`config.mk`:
```
export PLATFORM = sky130hd
export DESIGN_NAME = char_lcd_bus_sequencer_core
export DESIGN_NICKNAME = d
export VERILOG_FILES = /design/src/design/clbs_pkg.sv /design/src/design/clbs_expand.sv /design/src/design/clbs_cell.sv /design/src/design/char_lcd_bus_sequencer_core.sv
export SDC_FILE = /design/constraint.sdc
export NUM_CORES = 1
export LEC_CHECK = 0
export BUFFER_PORTS_ARGS = -buffer_cell sky130_fd_sc_hd__buf_2
export CAP_MARGIN = 20
export CORE_AREA = 3 3 138 140
export CTS_CLUSTER_DIAMETER = 200
export CTS_CLUSTER_SIZE = 16
export DETAILED_ROUTE_END_ITERATION = 16
export DIE_AREA = 0 0 141 143
export HOLD_SLACK_MARGIN = 0.1
export PLACE_DENSITY = 0.87
export SLEW_MARGIN = 10
export SYNTH_ARGS = -nofsm -noshare
export SYNTH_HDL_FRONTEND = slang
export SYNTH_SLANG_ARGS = --single-unit
```
`constraint.sdc`:
```
create_clock -name clk -period 5.1 [get_ports clk]
set_input_delay 0.51 -clock clk [delete_from_list [all_inputs] [get_ports clk]]
set_output_delay 0.51 -clock clk [all_outputs]
set_load 0.01 [all_outputs]
```
`src/design/clbs_pkg.sv`:
```
// Shared types and constants for the character LCD bus sequencer.
// Used by clbs_expand, clbs_cell and char_lcd_bus_sequencer_core; no dependencies.
package clbs_pkg;

    // Request opcodes
    typedef enum logic [1:0] {
        OP_CMD   = 2'd0,
        OP_DATA  = 2'd1,
        OP_POS   = 2'd2,
        OP_GLYPH = 2'd3
    } opcode_t;

    // Longest request: glyph in 4-bit mode, 11 bytes as 22 nibbles
    localparam int NUM_BYTES  = 11;
    localparam int NUM_CELLS  = 2 * NUM_BYTES;
    localparam int BCNT_W     = $clog2(NUM_BYTES + 1);
    localparam int SCNT_W     = $clog2(NUM_CELLS + 1);
    localparam int GLYPH_ROWS = 8;

    // DDRAM row bases and CGRAM address command
    localparam logic [7:0] ROW1_BASE  = 8'h80;
    localparam logic [7:0] ROW2_BASE  = 8'hC0;
    localparam logic [7:0] ROW3_BASE  = 8'h94;
    localparam logic [7:0] ROW4_BASE  = 8'hD4;
    localparam logic [7:0] CGRAM_BASE = 8'h40;

    localparam logic [7:0] ROW_1 = 8'd1;
    localparam logic [7:0] ROW_2 = 8'd2;
    localparam logic [7:0] ROW_3 = 8'd3;
    localparam logic [7:0] ROW_4 = 8'd4;

    // Register select levels
    localparam logic RS_CMD  = 1'b0;
    localparam logic RS_DATA = 1'b1;

    // One byte of a request before it is split onto the bus
    typedef struct packed {
        logic       rs;
        logic [7:0] value;
    } lcd_byte_t;

    // One strobe word held in a cell of the output chain
    typedef struct packed {
        logic       valid;
        logic       rs;
        logic [7:0] value;
        logic       last;
    } strobe_t;

endpackage

```
`src/design/clbs_expand.sv`:
```
// Request expander: turns one request into the full list of strobe words.
// Depends on clbs_pkg.
module clbs_expand
    import clbs_pkg::*;
(
    input  logic [1:0]  opcode,
    input  logic [7:0]  value_byte,
    input  logic [7:0]  row,
    input  logic [7:0]  column,
    input  logic [63:0] glyph_pattern,
    input  logic        bus_mode,
    output strobe_t     strobes [NUM_CELLS]
);

    lcd_byte_t          bytes [NUM_BYTES];
    logic [BCNT_W-1:0]  byte_cnt;
    logic [SCNT_W-1:0]  strobe_cnt;
    logic [SCNT_W-1:0]  last_idx;
    logic [7:0]         row_base;
    logic               cursor_ok;
    logic [7:0]         cursor_cmd;
    logic [7:0]         cgram_cmd;

    // Decode the row base; other rows send no cursor command
    always_comb
    begin
        cursor_ok = 1'b1;
        row_base  = ROW1_BASE;
        unique case (row)
            ROW_1:   row_base = ROW1_BASE;
            ROW_2:   row_base = ROW2_BASE;
            ROW_3:   row_base = ROW3_BASE;
            ROW_4:   row_base = ROW4_BASE;
            default: cursor_ok = 1'b0;
        endcase
    end

    // Cursor is base + column - 1, CGRAM address is 0x40 + 8*slot, both mod 256
    assign cursor_cmd = row_base + column + 8'hFF;
    assign cgram_cmd  = CGRAM_BASE + {value_byte[4:0], 3'b000};

    // Build the compacted byte list
    always_comb
    begin
        for (int k = 0; k < NUM_BYTES; k++)
        begin
            bytes[k] = '0;
        end
        byte_cnt = BCNT_W'(1);
        unique case (opcode_t'(opcode))
            OP_CMD:
            begin
                bytes[0] = '{rs: RS_CMD, value: value_byte};
            end
            OP_DATA:
            begin
                bytes[0] = '{rs: RS_DATA, value: value_byte};
            end
            OP_POS:
            begin
                if (cursor_ok)
                begin
                    bytes[0] = '{rs: RS_CMD, value: cursor_cmd};
                    bytes[1] = '{rs: RS_DATA, value: value_byte};
                    byte_cnt = BCNT_W'(2);
                end
                else
                begin
                    bytes[0] = '{rs: RS_DATA, value: value_byte};
                end
            end
            OP_GLYPH:
            begin
                bytes[0] = '{rs: RS_CMD, value: cgram_cmd};
                for (int k = 0; k < GLYPH_ROWS; k++)
                begin
                    bytes[k+1] = '{rs: RS_DATA, value: glyph_pattern[8*k +: 8]};
                end
                if (cursor_ok)
                begin
                    bytes[GLYPH_ROWS+1] = '{rs: RS_CMD, value: cursor_cmd};
                    bytes[GLYPH_ROWS+2] = '{rs: RS_DATA, value: value_byte};
                    byte_cnt            = BCNT_W'(GLYPH_ROWS + 3);
                end
                else
                begin
                    bytes[GLYPH_ROWS+1] = '{rs: RS_DATA, value: value_byte};
                    byte_cnt            = BCNT_W'(GLYPH_ROWS + 2);
                end
            end
            default:
            begin
                bytes[0] = '{rs: RS_CMD, value: value_byte};
            end
        endcase
    end

    // Double the count in 4-bit mode
    assign strobe_cnt = bus_mode ? {byte_cnt, 1'b0} : SCNT_W'(byte_cnt);
    assign last_idx   = strobe_cnt - SCNT_W'(1);

    // Spread bytes onto strobes: one per byte, or high then low nibble
    for (genvar g = 0; g < NUM_CELLS; g++)
    begin : g_strobe
        lcd_byte_t  nib_src;
        logic [7:0] nib_val;
        assign nib_src = bytes[g/2];
        assign nib_val = (g % 2 == 1) ? {4'h0, nib_src.value[3:0]}
                                      : {4'h0, nib_src.value[7:4]};
        if (g < NUM_BYTES)
        begin : g_wide
            assign strobes[g].rs    = bus_mode ? nib_src.rs : bytes[g].rs;
            assign strobes[g].value = bus_mode ? nib_val : bytes[g].value;
        end
        else
        begin : g_nib
            assign strobes[g].rs    = nib_src.rs;
            assign strobes[g].value = nib_val;
        end
        assign strobes[g].valid = SCNT_W'(g) < strobe_cnt;
        assign strobes[g].last  = SCNT_W'(g) == last_idx;
    end

endmodule

```
`src/design/clbs_cell.sv`:
```
// One cell of the strobe chain: holds a strobe word and passes it toward the bus.
// Depends on clbs_pkg.
module clbs_cell
    import clbs_pkg::*;
(
    input  logic    clk,
    input  logic    rst_n,
    input  logic    load,
    input  logic    advance,
    input  strobe_t load_word,
    input  strobe_t up_word,
    output strobe_t word
);

    logic       valid_reg;
    logic       valid_next;
    logic       rs_reg;
    logic       rs_next;
    logic [7:0] value_reg;
    logic [7:0] value_next;
    logic       last_reg;
    logic       last_next;

    // Take a new request, else take the upstream word, else hold
    always_comb
    begin
        valid_next = valid_reg;
        rs_next    = rs_reg;
        value_next = value_reg;
        last_next  = last_reg;
        priority if (load)
        begin
            valid_next = load_word.valid;
            rs_next    = load_word.rs;
            value_next = load_word.value;
            last_next  = load_word.last;
        end
        else if (advance)
        begin
            valid_next = up_word.valid;
            rs_next    = up_word.rs;
            value_next = up_word.value;
            last_next  = up_word.last;
        end
    end

    // Valid bit clears on reset
    always_ff @(posedge clk or negedge rst_n)
    begin
        if (!rst_n)
        begin
            valid_reg <= 1'b0;
        end
        else
        begin
            valid_reg <= valid_next;
        end
    end

    // Payload needs no reset
    always_ff @(posedge clk)
    begin
        rs_reg    <= rs_next;
        value_reg <= value_next;
        last_reg  <= last_next;
    end

    assign word = '{valid: valid_reg, rs: rs_reg, value: value_reg, last: last_reg};

endmodule

```
`src/design/char_lcd_bus_sequencer_core.sv`:
```
// Top level of the character LCD bus sequencer: config register, expander, strobe chain.
// Depends on clbs_pkg, clbs_expand and clbs_cell.
//
// Usage:
//   Input channel (in_valid/in_ready) carries one request word: opcode, value_byte,
//   row, column, glyph_pattern. Output channel (out_valid/out_ready) carries one word
//   per enable strobe: reg_select, bus_value and last_strobe on the final strobe.
//   cfg_write/cfg_data set bus_mode (0: 8-bit bus, 1: 4-bit bus); write only when idle.
// Flow:
//   A request is expanded combinationally into a row of 22 cells; its first strobe
//   shows on the outputs the cycle after acceptance. The chain moves one cell per
//   cycle while out_ready is high or the head cell is empty. The next request is
//   accepted in the cycle its predecessor's final strobe is taken, so strobes flow
//   with no gap between requests.
// Reset:
//   rst_n clears every cell's valid bit and sets bus_mode to 8-bit.
// Stall:
//   While out_ready is low and a strobe is waiting, the chain holds and in_ready
//   stays low; a new request is taken only into an empty chain or in the cycle
//   the final strobe of the current one is taken.
module char_lcd_bus_sequencer_core
    import clbs_pkg::*;
(
    input  logic        clk,
    input  logic        rst_n,
    input  logic        cfg_write,
    input  logic        cfg_data,
    input  logic        in_valid,
    output logic        in_ready,
    input  logic [1:0]  opcode,
    input  logic [7:0]  value_byte,
    input  logic [7:0]  row,
    input  logic [7:0]  column,
    input  logic [63:0] glyph_pattern,
    output logic        out_valid,
    input  logic        out_ready,
    output logic        reg_select,
    output logic [7:0]  bus_value,
    output logic        last_strobe
);

    logic                 bus_mode_reg;
    logic                 bus_mode_next;
    strobe_t              load_words [NUM_CELLS];
    strobe_t              cells      [NUM_CELLS];
    logic                 advance;
    logic                 in_fire;
    logic [NUM_CELLS-1:0] valid_vec;
    logic [NUM_CELLS-1:0] last_vec;

    // Bus mode register
    assign bus_mode_next = cfg_write ? cfg_data : bus_mode_reg;

    always_ff @(posedge clk or negedge rst_n)
    begin
        if (!rst_n)
        begin
            bus_mode_reg <= 1'b0;
        end
        else
        begin
            bus_mode_reg <= bus_mode_next;
        end
    end

    // Expand the incoming request
    clbs_expand u_expand (
        .opcode        (opcode),
        .value_byte    (value_byte),
        .row           (row),
        .column        (column),
        .glyph_pattern (glyph_pattern),
        .bus_mode      (bus_mode_reg),
        .strobes       (load_words)
    );

    // Advance when the head word leaves or the head is empty
    assign advance  = out_ready || !cells[0].valid;
    assign in_ready = !cells[1].valid && advance;
    assign in_fire  = in_valid && in_ready;

    // Chain of cells, head cell drives the bus
    for (genvar g = 0; g < NUM_CELLS; g++)
    begin : g_cell
        strobe_t up_word;
        if (g == NUM_CELLS - 1)
        begin : g_tail
            assign up_word = '0;
        end
        else
        begin : g_mid
            assign up_word = cells[g+1];
        end

        clbs_cell u_cell (
            .clk       (clk),
            .rst_n     (rst_n),
            .load      (in_fire),
            .advance   (advance),
            .load_word (load_words[g]),
            .up_word   (up_word),
            .word      (cells[g])
        );

        assign valid_vec[g] = cells[g].valid;
        assign last_vec[g]  = cells[g].last;
    end

    assign out_valid   = cells[0].valid;
    assign reg_select  = cells[0].rs;
    assign bus_value   = cells[0].value;
    assign last_strobe = cells[0].last;

`ifndef SYNTH
    // An accepted request shows its first strobe next cycle
    a_fire_shows: assert property (@(posedge clk) disable iff (!rst_n)
        in_fire |=> out_valid)
        else $error("accepted request produced no strobe");

    // Occupied cells form a solid run from the head
    a_packed: assert property (@(posedge clk) disable iff (!rst_n)
        (valid_vec & (valid_vec + NUM_CELLS'(1))) == '0)
        else $error("gap in strobe chain");

    // Exactly one final strobe in a busy chain
    a_one_last: assert property (@(posedge clk) disable iff (!rst_n)
        (|valid_vec) |-> $countones(valid_vec & last_vec) == 1)
        else $error("chain must hold exactly one final strobe");

    // Nibble mode keeps the upper data lines low
    a_nibble: assert property (@(posedge clk) disable iff (!rst_n)
        (bus_mode_reg && out_valid && $past(bus_mode_reg) && $past(in_fire))
        |-> bus_value[7:4] == 4'h0)
        else $error("upper lines driven in 4-bit mode");
`endif

endmodule
```
==> flow_summary.ini <==
[run_status]
status = complete, no violations

[cts]
cts_tree = built
clk_pin_slew_worst_paths_ns = 0.07
clock_path_buffers = 2
cts_buffers = 17
cts.sinks = 199
cts_setup_buffers = 0
clk_latency_ns = 0.44
cts_root_buffer = clkbuf_16
postCtsHoldBufs = 1
cts-htree-levels = 4
post_cts_resized = 0

[setup_path]
cp.depth = 11
r2r_cells = 7
cp.arrival_ns = 3.40
cp_max_fo = 5
crit_buf_inv = 1
r2r_end = g_cell[9].u_cell.last_reg$_DFFE_PP_
r2r_slack_ns = 2.33
cp_slowest_stage_delay_ns = 0.45
critPathTopFamily = compound AO/OA/AOI/OAI gates
crit_end = g_cell[0].u_cell.value_reg[3]$_DFFE_PP_
crit_top_cell = a31o_2
worstPathCellList = buf_2, nor4_4, o211ai_1, ha_1, fa_1, nor2b_1, o31a_1, o32ai_1, a311o_1, a31o_2, a31o_2
critPathRequiredTime_ns = 5.30
slowest_stage = fa_1
startpoint = row[5]
setup.worst_path.class = primary input to flop
start_kind = primary input
timing.rr.start = g_cell[0].u_cell.valid_reg$_DFFE_PN0P_
endpoint_kind = flop

[route]
vias = 7141
final_antenna_net_count = 0
drt_drc_violations_left = 0
wirelength_mm = 23.88
wl_per_cell_microns = 20.44
drt-initial-drc-count = 923
dr.pass1.iters = 5
viasPerCell = 6.114

[pwr]
p_total_mw = 4.747
p_clk_share_pct = 27.5
pwr-share-seq_pct = 52.0
switchingPower_mw = 1.375
combPwrFrac_pct = 20.5
internal_power_mw = 3.372
power.density_nw_per_um2 = 439.5
p_leak_nw = 4.468
vdd_ir_drop_max_mv = 0.2755
swShare_pct = 28.97

[timing]
fmax_ghz = 0.3118
setup-violations-final = 0
hold_viol_final = 0
whs_ns = 0.2647
tightest_slew_ns = 0.7907
rsz0062_at_grt = false
period_minus_slack_ns = 3.207
finalCritPeriodShare_pct = 62.88
layout_setup_ws_ns = 1.893
tns_ns = 0
final_max_slew_viol_count = 0
max_slew_margin_pct = 47.29
skew_ns = 0.01052

[finish]
final_layout_size_suffix_gt1_share_pct = 18.66
final_util_pct = 60.13
instances_no_fill = 1168
multi_input_area_sq_um = 3311
mostFrequentLayoutCell = nand2_1
n_fill_cell = 1424
seq_area_sq_um = 5862
largest_reg_flops = 132
most-common-layout-cells = nand2_1 (188), edfxtp_1 (176), buf_2 (107), o21ai_0 (57), a22o_1 (42)
area_delta_synth_final_pct = 13.68
final_nets = 1031
design_area_sq_um = 10800

[floorplan]
dieWidth_microns = 141
rows = 49
ios = 108
start_util_pct = 52.89
dieArea_sq_um = 20160
die_h_microns = 143
core_sq_um = 17960

[placed_design]
dp_hpwl_mm = 15.25
globalplace.congestion = 0.8728
placed_cells_incl_taps = 1133
io_buffers = 107
pre_cts_ws_ns = 1.459
placed_area_sq_um = 10180

[worst_hold_path]
hp-class = primary input to flop

[logic_synthesis]
synth_area_per_cell_sq_um = 11.23
synthXorXnorAreaFrac_pct = 0.5531
synth-simple-area-share_pct = 14.21
synth_edf_count = 176
synth-compound-area-share_pct = 15.97
async_reset_ff_share_pct = 11.56
yosys_warnings = 0
synth_top_family_by_area = compound AO/OA/AOI/OAI gates
synth-main-ff-cell = edfxtp_1
ys_seq_area_share_pct = 61.68
synthAdderAreaFrac_pct = 1.396
synth_nets = 952
yosys-mux-area-fraction_pct = 2.528
ys_ff_latch = 199
synth_cells = 846
syn_area_sq_um = 9502
yosys.cell_types.count = 64

[global_route]
grt_max_degree = 155
antenna_found_initial = 3
grt_pass1_vias = 6805
grt_pass1_wl_mm = 37.14
grt-ovfl-total = 0
grt_usage_pct = 23.81

[job]
drv_cap = 0
[area by class of cell]
class                   count  share of cell area, %
well taps                 229                  2.653
diodes                      1                0.02317
clock inverters            13                  1.043
flip-flops and latches    199                  54.27
inverters                  18                 0.6718
repair buffers            123                  6.394
clock buffers              19                  4.297
multi-input cells         566                  30.65
[worst register-to-register path, cell delays in order, from the launching register on]
cell and delay (ns):
dfrtp_1 0.37, nor2b_2 0.15, buf_4 0.24, nor2_1 0.26, nand2_4 0.31, nor2_1 0.63, nand2_1 0.28, o21ai_0 0.33
[metal layers]
layer  vias to the layer above  wire, microns  GRT usage, %
met2                       402          11250         36.37
met5                         -             16             0
met3                        72           2483         6.497
met4                         4            808         9.230
li1                       3278              -             -
met1                      3385           9317         32.86
[Yosys cell counts, types with 4 or more instances]
library cell	number	area [sq um]
nand2_1	189	709.4
edfxtp_1	176	5285
o21ai_0	57	285.3
a22o_1	42	367.9
nand3_1	37	185.2
a21oi_1	36	180.2
clkbuf_1	30	112.6
nor2_1	29	108.9
o31ai_1	25	187.7
mux2i_1	24	240.2
buf_2	23	115.1
dfrtp_1	23	575.6
nor2b_1	18	112.6
inv_1	15	56.30
a31oi_1	9	56.30
ha_1	9	112.6
buf_1	8	30.03
and3_1	7	43.79
and2_1	5	31.28
nand2b_1	5	31.28
o21a_1	5	37.54
a21o_1	4	30.03
xnor2_1	4	35.03
[logic make-up after synthesis]
| group | count (synthesis) |
|---|---|
| simple gates | 305 |
| buf+inv | 81 |
| xor+xnor | 6 |
| flops | 199 |
| compound gates | 221 |
| fa+ha+maj | 10 |
| mux | 24 |
[how the worst min path moves through the flow]
stage                                       startpoint                                 endpoint  cells after the start
2_1_floorplan                                    rst_n                 bus_mode_reg$_DFFE_PN0P_                      0
3_3_place_gp   g_cell[21].u_cell.valid_reg$_DFFE_PN0P_  g_cell[21].u_cell.valid_reg$_DFFE_PN0P_                      1
3_5_place_dp   g_cell[21].u_cell.valid_reg$_DFFE_PN0P_  g_cell[21].u_cell.valid_reg$_DFFE_PN0P_                      1
4_1_cts                                      cfg_write                 bus_mode_reg$_DFFE_PN0P_                      2
5_1_grt                                      cfg_write                 bus_mode_reg$_DFFE_PN0P_                      2
6_report                                     cfg_write                 bus_mode_reg$_DFFE_PN0P_                      2
[power by group through the flow]
stage               logic, mW  clock network, mW  registers, mW
detailed placement      0.948                  0           2.50
global route             1.08               1.39           2.51
CTS                     0.959               1.32           2.47
global placement        0.903                  0           2.49
floorplan               0.659                  0           2.47
finish                  0.973               1.30           2.47
(Power assumes the default switching activity.)
